<file path="src/rrps_pkg.sv">
`timescale 1ns / 1ps
// ----------------------------------------------------------------------------
// rrps_pkg
// Shared constants of the rounded rectangle pixel shader: register map,
// register reset values and the coverage scale.
// ----------------------------------------------------------------------------
package rrps_pkg;

  // register indexes (byte address = 4 * index)
  localparam logic [2:0] CFG_RECT_WIDTH    = 3'd0;
  localparam logic [2:0] CFG_RECT_HEIGHT   = 3'd1;
  localparam logic [2:0] CFG_CORNER_RADIUS = 3'd2;
  localparam logic [2:0] CFG_FILL_COLOR    = 3'd3;
  localparam logic [2:0] CFG_BORDER_COLOR  = 3'd4;

  // register reset values
  localparam logic [10:0] RST_RECT_WIDTH    = 11'd64;
  localparam logic [10:0] RST_RECT_HEIGHT   = 11'd32;
  localparam logic [9:0]  RST_CORNER_RADIUS = 10'd8;
  localparam logic [31:0] RST_FILL_COLOR    = 32'h0000_0000;
  localparam logic [31:0] RST_BORDER_COLOR  = 32'h0000_0000;

  // coverage of one, in 8 fractional bits
  localparam logic [8:0] COV_ONE = 9'd256;

endpackage

</file>
<file path="src/rrps_in_if.sv">
`timescale 1ns / 1ps
// ----------------------------------------------------------------------------
// rrps_in_if
// Pixel coordinate channel: valid, ready and one supersampled coordinate.
// ----------------------------------------------------------------------------
interface rrps_in_if;
  logic        valid;
  logic        ready;
  logic [11:0] pixel_x;
  logic [11:0] pixel_y;

  modport source (output valid, output pixel_x, output pixel_y, input ready);
  modport sink   (input valid, input pixel_x, input pixel_y, output ready);
endinterface

</file>
<file path="src/rrps_out_if.sv">
`timescale 1ns / 1ps
// ----------------------------------------------------------------------------
// rrps_out_if
// Pixel color channel: valid, ready and one RGBA color.
// ----------------------------------------------------------------------------
interface rrps_out_if;
  logic       valid;
  logic       ready;
  logic [7:0] red;
  logic [7:0] green;
  logic [7:0] blue;
  logic [7:0] alpha;

  modport source (output valid, output red, output green, output blue,
                  output alpha, input ready);
  modport sink   (input valid, input red, input green, input blue,
                  input alpha, output ready);
endinterface

</file>
<file path="src/rounded_rect_pixel_shader_unit.sv">
`timescale 1ns / 1ps
// ----------------------------------------------------------------------------
// rounded_rect_pixel_shader_unit
// Antialiased rounded rectangle shader: one supersampled pixel coordinate
// in, one RGBA color out.
// ----------------------------------------------------------------------------
// Usage:
//   in_pix carries pixel_x / pixel_y beats, out_pix carries red, green,
//   blue and alpha beats, both valid/ready. Geometry and colors are set
//   through the APB-style cfg_ port at byte addresses 0, 4, 8, 12, 16
//   (width, height, radius, fill color, border color). The user must
//   set them only while no pixel is in flight; the block does not enforce
//   it. pready is always high and reads return the register. Throughput
//   is one pixel per clock while out_pix does not stall. There are four
//   front stages, one cell per root bit in the square root chain, and
//   three back stages. Every stage holds its own beat, so when out_pix
//   stalls the pipeline keeps filling empty stages and in_pix stays ready
//   until all are full. Reset empties the pipeline and loads the register
//   reset values.
// ----------------------------------------------------------------------------
module rounded_rect_pixel_shader_unit #(
  parameter int SUPERSAMPLE_FACTOR = 4
) (
  input  logic        clk,
  input  logic        rst_n,
  rrps_in_if.sink     in_pix,
  rrps_out_if.source  out_pix,
  input  logic        cfg_psel,
  input  logic        cfg_penable,
  input  logic        cfg_pwrite,
  input  logic [4:0]  cfg_paddr,
  input  logic [31:0] cfg_pwdata,
  output logic [31:0] cfg_prdata,
  output logic        cfg_pready
);
  import rrps_pkg::*;

  localparam int S    = SUPERSAMPLE_FACTOR;
  localparam int MULW = $clog2(2047*S+1);
  localparam int LW   = MULW + 9;
  localparam int RW   = LW + 1;

  logic [10:0] rect_width_r, rect_height_r;
  logic [9:0]  corner_radius_r;
  logic [31:0] fill_color_r, border_color_r;
  logic        wr_en;
  logic [2:0]  reg_idx;

  // register write and readback
  assign cfg_pready = 1'b1;
  assign wr_en      = cfg_psel && cfg_penable && cfg_pwrite && cfg_pready;
  assign reg_idx    = cfg_paddr[4:2];

  always_ff @(posedge clk) begin
    if (!rst_n) begin
      rect_width_r    <= RST_RECT_WIDTH;
      rect_height_r   <= RST_RECT_HEIGHT;
      corner_radius_r <= RST_CORNER_RADIUS;
      fill_color_r    <= RST_FILL_COLOR;
      border_color_r  <= RST_BORDER_COLOR;
    end else if (wr_en) begin
      case (reg_idx)
        CFG_RECT_WIDTH:    rect_width_r    <= cfg_pwdata[10:0];
        CFG_RECT_HEIGHT:   rect_height_r   <= cfg_pwdata[10:0];
        CFG_CORNER_RADIUS: corner_radius_r <= cfg_pwdata[9:0];
        CFG_FILL_COLOR:    fill_color_r    <= cfg_pwdata;
        CFG_BORDER_COLOR:  border_color_r  <= cfg_pwdata;
        default: ;
      endcase
    end
  end

  always_comb begin
    case (reg_idx)
      CFG_RECT_WIDTH:    cfg_prdata = {21'd0, rect_width_r};
      CFG_RECT_HEIGHT:   cfg_prdata = {21'd0, rect_height_r};
      CFG_CORNER_RADIUS: cfg_prdata = {22'd0, corner_radius_r};
      CFG_FILL_COLOR:    cfg_prdata = fill_color_r;
      CFG_BORDER_COLOR:  cfg_prdata = border_color_r;
      default:           cfg_prdata = 32'd0;
    endcase
  end

  // supersampled geometry in 8 fractional bits
  logic [MULW-1:0] w_s, h_s, r_s;
  logic signed [LW-1:0] sw8, sh8, sr8, swr, shr;

  always_comb begin
    w_s = MULW'(rect_width_r * S);
    h_s = MULW'(rect_height_r * S);
    r_s = MULW'(corner_radius_r * S);
    sw8 = {1'b0, w_s, 8'h00};
    sh8 = {1'b0, h_s, 8'h00};
    sr8 = {1'b0, r_s, 8'h00};
    swr = sw8 - sr8;
    shr = sh8 - sr8;
  end

  // front pipeline
  logic            ch_valid [RW+1];
  logic            ch_ready [RW+1];
  logic [2*RW-1:0] ch_sq    [RW+1];
  logic [RW+1:0]   ch_rem   [RW+1];
  logic [RW-1:0]   ch_root  [RW+1];

  rrps_front #(.S(S)) u_front (
    .clk      (clk),
    .rst_n    (rst_n),
    .up_valid (in_pix.valid),
    .up_ready (in_pix.ready),
    .up_px    (in_pix.pixel_x),
    .up_py    (in_pix.pixel_y),
    .sr8      (sr8),
    .swr      (swr),
    .shr      (shr),
    .dn_valid (ch_valid[0]),
    .dn_ready (ch_ready[0]),
    .dn_sq    (ch_sq[0])
  );

  assign ch_rem[0]  = '0;
  assign ch_root[0] = '0;

  // square root chain, most significant root bit first
  for (genvar k = 0; k < RW; k++) begin : g_cell
    rrps_sqrt_cell #(.RW(RW), .IDX(RW - 1 - k)) u_cell (
      .clk      (clk),
      .rst_n    (rst_n),
      .up_valid (ch_valid[k]),
      .up_ready (ch_ready[k]),
      .up_sq    (ch_sq[k]),
      .up_rem   (ch_rem[k]),
      .up_root  (ch_root[k]),
      .dn_valid (ch_valid[k+1]),
      .dn_ready (ch_ready[k+1]),
      .dn_sq    (ch_sq[k+1]),
      .dn_rem   (ch_rem[k+1]),
      .dn_root  (ch_root[k+1])
    );
  end

  // back pipeline
  rrps_back #(.S(S)) u_back (
    .clk          (clk),
    .rst_n        (rst_n),
    .up_valid     (ch_valid[RW]),
    .up_ready     (ch_ready[RW]),
    .up_dist      (ch_root[RW]),
    .sr8          (sr8),
    .fill_color   (fill_color_r),
    .border_color (border_color_r),
    .dn_valid     (out_pix.valid),
    .dn_ready     (out_pix.ready),
    .dn_red       (out_pix.red),
    .dn_green     (out_pix.green),
    .dn_blue      (out_pix.blue),
    .dn_alpha     (out_pix.alpha)
  );

endmodule

</file>
<file path="src/rrps_front.sv">
`timescale 1ns / 1ps
// ----------------------------------------------------------------------------
// rrps_front
// Front pipeline: input register, clamp to the corner centres with absolute
// offsets, squares, and the sum of squares that feeds the root cells.
// ----------------------------------------------------------------------------
module rrps_front #(
  parameter int S = 4
) (
  input  logic clk,
  input  logic rst_n,
  input  logic up_valid,
  output logic up_ready,
  input  logic [11:0] up_px,
  input  logic [11:0] up_py,
  input  logic signed [$clog2(2047*S+1)+8:0] sr8,
  input  logic signed [$clog2(2047*S+1)+8:0] swr,
  input  logic signed [$clog2(2047*S+1)+8:0] shr,
  output logic dn_valid,
  input  logic dn_ready,
  output logic [2*($clog2(2047*S+1)+10)-1:0] dn_sq
);

  localparam int MULW = $clog2(2047*S+1);
  localparam int LW   = MULW + 9;
  localparam int DW   = LW + 1;

  logic [3:0] v_r;
  logic [4:0] rdy;

  logic [11:0] px_r, py_r;
  logic [LW-1:0] ax_r, ay_r, ax_nxt, ay_nxt;
  logic [2*LW-1:0] sqx_r, sqy_r;
  logic [2*LW:0] sum_r;

  logic signed [DW-1:0] px8, py8, sre, swre, shre, dxa, dya;

  // stage advance chain, each stage fills when empty or moving on
  always_comb begin
    rdy[4] = dn_ready;
    for (int i = 3; i >= 0; i--) begin
      rdy[i] = !v_r[i] || rdy[i+1];
    end
  end

  assign up_ready = rdy[0];
  assign dn_valid = v_r[3];
  assign dn_sq    = {1'b0, sum_r};

  // valid bits
  always_ff @(posedge clk) begin
    if (!rst_n) begin
      v_r <= '0;
    end else begin
      if (rdy[0]) v_r[0] <= up_valid;
      for (int i = 1; i < 4; i++) begin
        if (rdy[i]) v_r[i] <= v_r[i-1];
      end
    end
  end

  // pixel centre and clamped offsets, low side tested first
  always_comb begin
    px8  = {{(DW-20){1'b0}}, px_r, 8'h80};
    py8  = {{(DW-20){1'b0}}, py_r, 8'h80};
    sre  = {sr8[LW-1], sr8};
    swre = {swr[LW-1], swr};
    shre = {shr[LW-1], shr};
    if (px8 < sre)       dxa = sre - px8;
    else if (px8 > swre) dxa = px8 - swre;
    else                 dxa = '0;
    if (py8 < sre)       dya = sre - py8;
    else if (py8 > shre) dya = py8 - shre;
    else                 dya = '0;
    ax_nxt = dxa[LW-1:0];
    ay_nxt = dya[LW-1:0];
  end

  // payload registers
  always_ff @(posedge clk) begin
    if (rdy[0] && up_valid) begin
      px_r <= up_px;
      py_r <= up_py;
    end
    if (rdy[1] && v_r[0]) begin
      ax_r <= ax_nxt;
      ay_r <= ay_nxt;
    end
    if (rdy[2] && v_r[1]) begin
      sqx_r <= ax_r * ax_r;
      sqy_r <= ay_r * ay_r;
    end
    if (rdy[3] && v_r[2]) begin
      sum_r <= {1'b0, sqx_r} + {1'b0, sqy_r};
    end
  end

endmodule

</file>
<file path="src/rrps_sqrt_cell.sv">
`timescale 1ns / 1ps
// ----------------------------------------------------------------------------
// rrps_sqrt_cell
// One cell of the square root chain: takes the next two radicand bits,
// tries one root bit and hands remainder and partial root to its neighbor.
// ----------------------------------------------------------------------------
module rrps_sqrt_cell #(
  parameter int RW  = 23,
  parameter int IDX = 0
) (
  input  logic clk,
  input  logic rst_n,
  input  logic up_valid,
  output logic up_ready,
  input  logic [2*RW-1:0] up_sq,
  input  logic [RW+1:0] up_rem,
  input  logic [RW-1:0] up_root,
  output logic dn_valid,
  input  logic dn_ready,
  output logic [2*RW-1:0] dn_sq,
  output logic [RW+1:0] dn_rem,
  output logic [RW-1:0] dn_root
);

  logic valid_r;
  logic [2*RW-1:0] sq_r;
  logic [RW+1:0] rem_r, rem_nxt, rem_sh, trial;
  logic [RW-1:0] root_r, root_nxt;
  logic take;

  assign up_ready = !valid_r || dn_ready;
  assign dn_valid = valid_r;
  assign dn_sq    = sq_r;
  assign dn_rem   = rem_r;
  assign dn_root  = root_r;

  // one digit of the restoring root
  always_comb begin
    rem_sh   = {up_rem[RW-1:0], up_sq[2*IDX+1 -: 2]};
    trial    = {up_root, 2'b01};
    take     = rem_sh >= trial;
    rem_nxt  = take ? rem_sh - trial : rem_sh;
    root_nxt = {up_root[RW-2:0], take};
  end

  always_ff @(posedge clk) begin
    if (!rst_n) begin
      valid_r <= 1'b0;
    end else if (up_ready) begin
      valid_r <= up_valid;
    end
  end

  always_ff @(posedge clk) begin
    if (up_ready && up_valid) begin
      sq_r   <= up_sq;
      rem_r  <= rem_nxt;
      root_r <= root_nxt;
    end
  end

endmodule

</file>
<file path="src/rrps_back.sv">
`timescale 1ns / 1ps
// ----------------------------------------------------------------------------
// rrps_back
// Back pipeline: coverage from the distance, color choice, alpha scaling
// and the output register.
// ----------------------------------------------------------------------------
module rrps_back #(
  parameter int S = 4
) (
  input  logic clk,
  input  logic rst_n,
  input  logic up_valid,
  output logic up_ready,
  input  logic [$clog2(2047*S+1)+9:0] up_dist,
  input  logic signed [$clog2(2047*S+1)+8:0] sr8,
  input  logic [31:0] fill_color,
  input  logic [31:0] border_color,
  output logic dn_valid,
  input  logic dn_ready,
  output logic [7:0] dn_red,
  output logic [7:0] dn_green,
  output logic [7:0] dn_blue,
  output logic [7:0] dn_alpha
);
  import rrps_pkg::*;

  localparam int MULW = $clog2(2047*S+1);
  localparam int LW   = MULW + 9;
  localparam int RW   = LW + 1;
  localparam int BW   = RW + 2;
  localparam int NW   = $clog2(256*S);
  localparam int K    = NW + $clog2(S) + 1;
  localparam int MW   = K - $clog2(S) + 2;
  localparam logic [MW-1:0] RECIP = MW'(((1 << K) + S - 1) / S);
  localparam logic signed [BW-1:0] EDGE8 = BW'(S * 128);
  localparam logic signed [BW-1:0] ONE8  = BW'(S * 256);

  logic [2:0] v_r;
  logic [3:0] rdy;

  logic signed [BW-1:0] d_s, sre, num;
  logic in_aa, zero_cov;
  logic full_nxt, border_nxt;
  logic [NW-1:0] num_nxt;

  logic full_r, border1_r, border2_r;
  logic [NW-1:0] num_r;
  logic [NW+MW-1:0] prod;
  logic [8:0] cov_r;
  logic [16:0] alpha_full;
  logic [31:0] color;
  logic [7:0] red_r, green_r, blue_r, alpha_r;

  // stage advance chain
  always_comb begin
    rdy[3] = dn_ready;
    for (int i = 2; i >= 0; i--) begin
      rdy[i] = !v_r[i] || rdy[i+1];
    end
  end

  assign up_ready = rdy[0];
  assign dn_valid = v_r[2];
  assign dn_red   = red_r;
  assign dn_green = green_r;
  assign dn_blue  = blue_r;
  assign dn_alpha = alpha_r;

  always_ff @(posedge clk) begin
    if (!rst_n) begin
      v_r <= '0;
    end else begin
      if (rdy[0]) v_r[0] <= up_valid;
      for (int i = 1; i < 3; i++) begin
        if (rdy[i]) v_r[i] <= v_r[i-1];
      end
    end
  end

  // antialias numerator and border test
  always_comb begin
    d_s        = {2'b00, up_dist};
    sre        = {{(BW-LW){sr8[LW-1]}}, sr8};
    num        = sre + EDGE8 - d_s;
    in_aa      = d_s > (sre - EDGE8);
    zero_cov   = num[BW-1] || (num == '0);
    full_nxt   = !in_aa || (num >= ONE8);
    num_nxt    = (in_aa && !full_nxt && !zero_cov) ? num[NW-1:0] : '0;
    border_nxt = d_s >= (sre - ONE8);
  end

  // divide by the supersample factor through its reciprocal
  assign prod = num_r * RECIP;

  // alpha scaling with the chosen color
  always_comb begin
    color      = border2_r ? border_color : fill_color;
    alpha_full = color[7:0] * cov_r;
  end

  always_ff @(posedge clk) begin
    if (rdy[0] && up_valid) begin
      full_r    <= full_nxt;
      num_r     <= num_nxt;
      border1_r <= border_nxt;
    end
    if (rdy[1] && v_r[0]) begin
      cov_r     <= full_r ? COV_ONE : {1'b0, prod[K+7:K]};
      border2_r <= border1_r;
    end
    if (rdy[2] && v_r[1]) begin
      red_r   <= color[31:24];
      green_r <= color[23:16];
      blue_r  <= color[15:8];
      alpha_r <= alpha_full[15:8];
    end
  end

endmodule

</file>
<file path="src/flat_wrapper.sv">
// flat-port wrapper written by rule: the top's interface ports become plain ports
module rounded_rect_pixel_shader_unit_flat import rrps_pkg::*;
#(
  parameter int SUPERSAMPLE_FACTOR = 4
)
  (clk, rst_n, cfg_psel, cfg_penable, cfg_pwrite, cfg_paddr, cfg_pwdata, cfg_prdata, cfg_pready, in_pix_valid, in_pix_pixel_x, in_pix_pixel_y, in_pix_ready, out_pix_valid, out_pix_red, out_pix_green, out_pix_blue, out_pix_alpha, out_pix_ready);
  rrps_in_if in_pix_i ();
  rrps_out_if out_pix_i ();
  input  logic clk;
  input  logic rst_n;
  input  logic cfg_psel;
  input  logic cfg_penable;
  input  logic cfg_pwrite;
  input  logic [4:0] cfg_paddr;
  input  logic [31:0] cfg_pwdata;
  output logic [31:0] cfg_prdata;
  output logic cfg_pready;
  input wire logic [$bits(in_pix_i.valid)-1:0] in_pix_valid;
  input wire logic [$bits(in_pix_i.pixel_x)-1:0] in_pix_pixel_x;
  input wire logic [$bits(in_pix_i.pixel_y)-1:0] in_pix_pixel_y;
  output wire logic [$bits(in_pix_i.ready)-1:0] in_pix_ready;
  output wire logic [$bits(out_pix_i.valid)-1:0] out_pix_valid;
  output wire logic [$bits(out_pix_i.red)-1:0] out_pix_red;
  output wire logic [$bits(out_pix_i.green)-1:0] out_pix_green;
  output wire logic [$bits(out_pix_i.blue)-1:0] out_pix_blue;
  output wire logic [$bits(out_pix_i.alpha)-1:0] out_pix_alpha;
  input wire logic [$bits(out_pix_i.ready)-1:0] out_pix_ready;
  assign in_pix_i.valid = in_pix_valid;
  assign in_pix_i.pixel_x = in_pix_pixel_x;
  assign in_pix_i.pixel_y = in_pix_pixel_y;
  assign in_pix_ready = in_pix_i.ready;
  assign out_pix_valid = out_pix_i.valid;
  assign out_pix_red = out_pix_i.red;
  assign out_pix_green = out_pix_i.green;
  assign out_pix_blue = out_pix_i.blue;
  assign out_pix_alpha = out_pix_i.alpha;
  assign out_pix_i.ready = out_pix_ready;
  rounded_rect_pixel_shader_unit #(.SUPERSAMPLE_FACTOR(SUPERSAMPLE_FACTOR)) u_core (.clk(clk), .rst_n(rst_n), .in_pix(in_pix_i), .out_pix(out_pix_i), .cfg_psel(cfg_psel), .cfg_penable(cfg_penable), .cfg_pwrite(cfg_pwrite), .cfg_paddr(cfg_paddr), .cfg_pwdata(cfg_pwdata), .cfg_prdata(cfg_prdata), .cfg_pready(cfg_pready));
endmodule
</file>
<file path="config.mk">
export PLATFORM = sky130hd
export DESIGN_NAME = rounded_rect_pixel_shader_unit_flat
export DESIGN_NICKNAME = d
export VERILOG_FILES = /design/src/rrps_pkg.sv /design/src/rrps_in_if.sv /design/src/rrps_out_if.sv /design/src/rounded_rect_pixel_shader_unit.sv /design/src/rrps_front.sv /design/src/rrps_sqrt_cell.sv /design/src/rrps_back.sv /design/src/flat_wrapper.sv
export SDC_FILE = /design/constraint.sdc
export NUM_CORES = 2
export LEC_CHECK = 0
export BUFFER_PORTS_ARGS = -buffer_cell sky130_fd_sc_hd__buf_4
export CAP_MARGIN = 20
export CORE_MARGIN = 2
export CORE_UTILIZATION = 52
export CTS_BUF_LIST = sky130_fd_sc_hd__clkbuf_2
export DETAILED_ROUTE_END_ITERATION = 10
export PLACE_DENSITY = 0.77
export SLEW_MARGIN = 20
export SYNTH_ARGS = -nofsm -noshare
export SYNTH_HDL_FRONTEND = slang
export SYNTH_HIERARCHICAL = 1
export SYNTH_SLANG_ARGS = --single-unit
</file>
<file path="constraint.sdc">
create_clock -name clk -period 9 [get_ports clk]
set_clock_uncertainty 0.2 [all_clocks]
set_input_delay 0.9 -clock clk [delete_from_list [all_inputs] [get_ports clk]]
set_output_delay 0.9 -clock clk [all_outputs]
set_load 0.01 [all_outputs]
</file>
==> impl_metrics.tcl <==
set metrics [dict create \
    outcome "finished, final reports clean" \
    ant_nets 0 \
    h-tree-depth 5 \
    crit_arrival_ns 7.34 \
    ys_warn_count 6 \
    worst_ep_required_time_ns 7.90 \
    crit_path_max_fanout 6 \
    relSlewSlack_pct 20.4 \
    cp_common_cell "nand2b_1" \
    cp-start-kind "input pin" \
    drive_above_1_share_pct 11.6 \
    globalplace.congestion 0.926 \
    rows 190 \
    max_stage_delay_ns 0.58 \
    synth_cells 12800 \
    drtPass1Iterations 6 \
    fin_crit_sh_pct 93.8 \
    whs_ns 0.0676 \
    maxSlewViolCount 0 \
    grt_first_pass_wirelength_mm 513 \
    numCtsBuffers 482 \
    ir_drop_v 0.00140 \
    cts_buffer_depth 4 \
    finalSetupViolations 0 \
    final_common_cell "inv_1" \
    crit_slowest_cell "dlygate4sd3_1" \
    grt.overflow.total 0 \
    vias_per_cell 5.63 \
    grt_max_degree 100 \
    die_x_microns 524 \
    power_mw 51.0 \
    mostFrequentLayoutCells "inv_1 (1,872), edfxtp_1 (1,792), ha_1 (1,135), nand2_1 (929), fa_1 (740)" \
    cap_violations 0 \
    finalCriticalPeriod_ns 8.44 \
    dp_hpwl_mm 245 \
    fmax_ghz 0.118 \
    tritoncts "yes" \
    drt_iter0_markers 7340 \
    vias 97900 \
    cts.reportedPaths.clkPinSlew_ns 0.10 \
    initial_utilization_pct 52.4 \
    io_buffer_count 131 \
    syn-cell-area_sq_um 141000 \
    die-area_sq_um 275000 \
    end_kind "primary output" \
    cts_root_buf "clkbuf_2" \
    antenna_found_initial 9 \
    power.leakage_nw 65.3 \
    hold_path_class "reg -> reg" \
    grt_pass1_vias 98000 \
    clock-sinks 1918 \
    wl_mm 321 \
    crit_type "in -> out" \
    grt_usage_pct 23.1 \
    drcViolationCount 0 \
    die_h_microns 524 \
    core_area_sq_um 269000 \
    avgSynthCellArea_sq_um 11.0 \
    boundaryPins 135 \
    finalHoldViolations 0 \
    final_nets 15400 \
    clock_latency_ns 1.83 \
    wl_per_cell_microns 18.4 \
    area_delta_synth_final_pct 7.34 \
    power_density_nw_per_um2 338 \
    tightest_slew_ns 1.16 \
]
worst max-delay path: cells and delay by family:
kind,cells,cell delay [ns]
simple gates,28,4.78
buf+inv,5,1.60
per-layer routing:
layer,track usage (%),vias up,wire length (microns)
met5,0,-,27
li1,-,46900,-
met1,29.7,47100,133000
met3,3.50,743,18800
met4,8.99,4,12000
met2,39.3,3109,157000
worst paths after layout:
| kind | from | end | slack [ns] | cells past startpoint |
|---|---|---|---|---|
| setup / recovery | out_pix_ready | in_pix_ready | 0.56 | 33 |
| hold / removal | u_core/g_cell[0].u_cell/dn_sq[30] | u_core/g_cell[1].u_cell/dn_sq[30] | 0.07 | 0 |
| setup reg to reg | u_core/u_front/ax_r[14] | u_core/u_front/sqx_r[43] | 0.61 | 27 |
| hold reg to reg | u_core/g_cell[0].u_cell/dn_sq[30] | u_core/g_cell[1].u_cell/dn_sq[30] | 0.07 | 0 |
power breakdown:
| group | leakage, nW | total [mW] | switching [mW] | internal (mW) |
|---|---|---|---|---|
| registers | 17.2 | 11.6 | 0.243 | 11.4 |
| logic | 44.7 | 33.4 | 20.7 | 12.6 |
| clock network | 3.38 | 6.04 | 3.59 | 2.45 |
| total | 65.3 | 51.0 | 24.6 | 26.4 |
registers in the layout (all words and copies together) (netlist names), 9 cells and up:
register	cells
u_core/g_cell.u_cell/dn_root	529
u_core/g_cell.u_cell/dn_rem	506
u_core/u_front/sqy_r	43
u_core/u_front/py_r	12
u_core/u_back/cov_r	9
u_core/u_front/ax_r	22
u_core/rect_height_r	11
u_core/g_cell.u_cell/dn_sq	506
u_core/u_front/px_r	12
u_core/rect_width_r	11
u_core/border_color_r	32
u_core/fill_color_r	32
u_core/corner_radius_r	10
u_core/u_front/sum_r	45
u_core/u_front/sqx_r	43
u_core/g_cell.u_cell/dn_valid	23
u_core/u_front/ay_r	22
per-stage QoR:
stage	instances	area (sq um)	worst slack, ns	setup TNS, ns	utilization [%]
2_1_floorplan	13100	142000	0.484	0	-
3_3_place_gp	16400	145000	0.831	0	53.9
3_5_place_dp	16400	145000	0.740	0	53.9
4_1_cts	17400	151000	0.0443	0	56.2
5_1_grt	17400	151000	-0.0374	-0.0374	56.2
6_report	17400	151000	0.558	0	56.2
final cells by class:
cell class                      instances  area [sq um]
Fill cell                           22600        118000
Multi-Input combinational cell       8796         75300
Clock buffer                          665          3330
Sequential cell                      1918         56300
Timing Repair Buffer                  394          3360
Inverter                             1875          7040
Tap cell                             3552          4440
Clock inverter                        192          1220
Antenna cell                           10          25.0
what timing repair did:
item,4_1_cts,5_1_grt
setup buffers,0,2
gates resized for setup,3,9
endpoints found under the hold margin,228,0
hold buffers,151,0
endpoints found under the setup margin,1,2
Power figures use the tool's default switching activity.
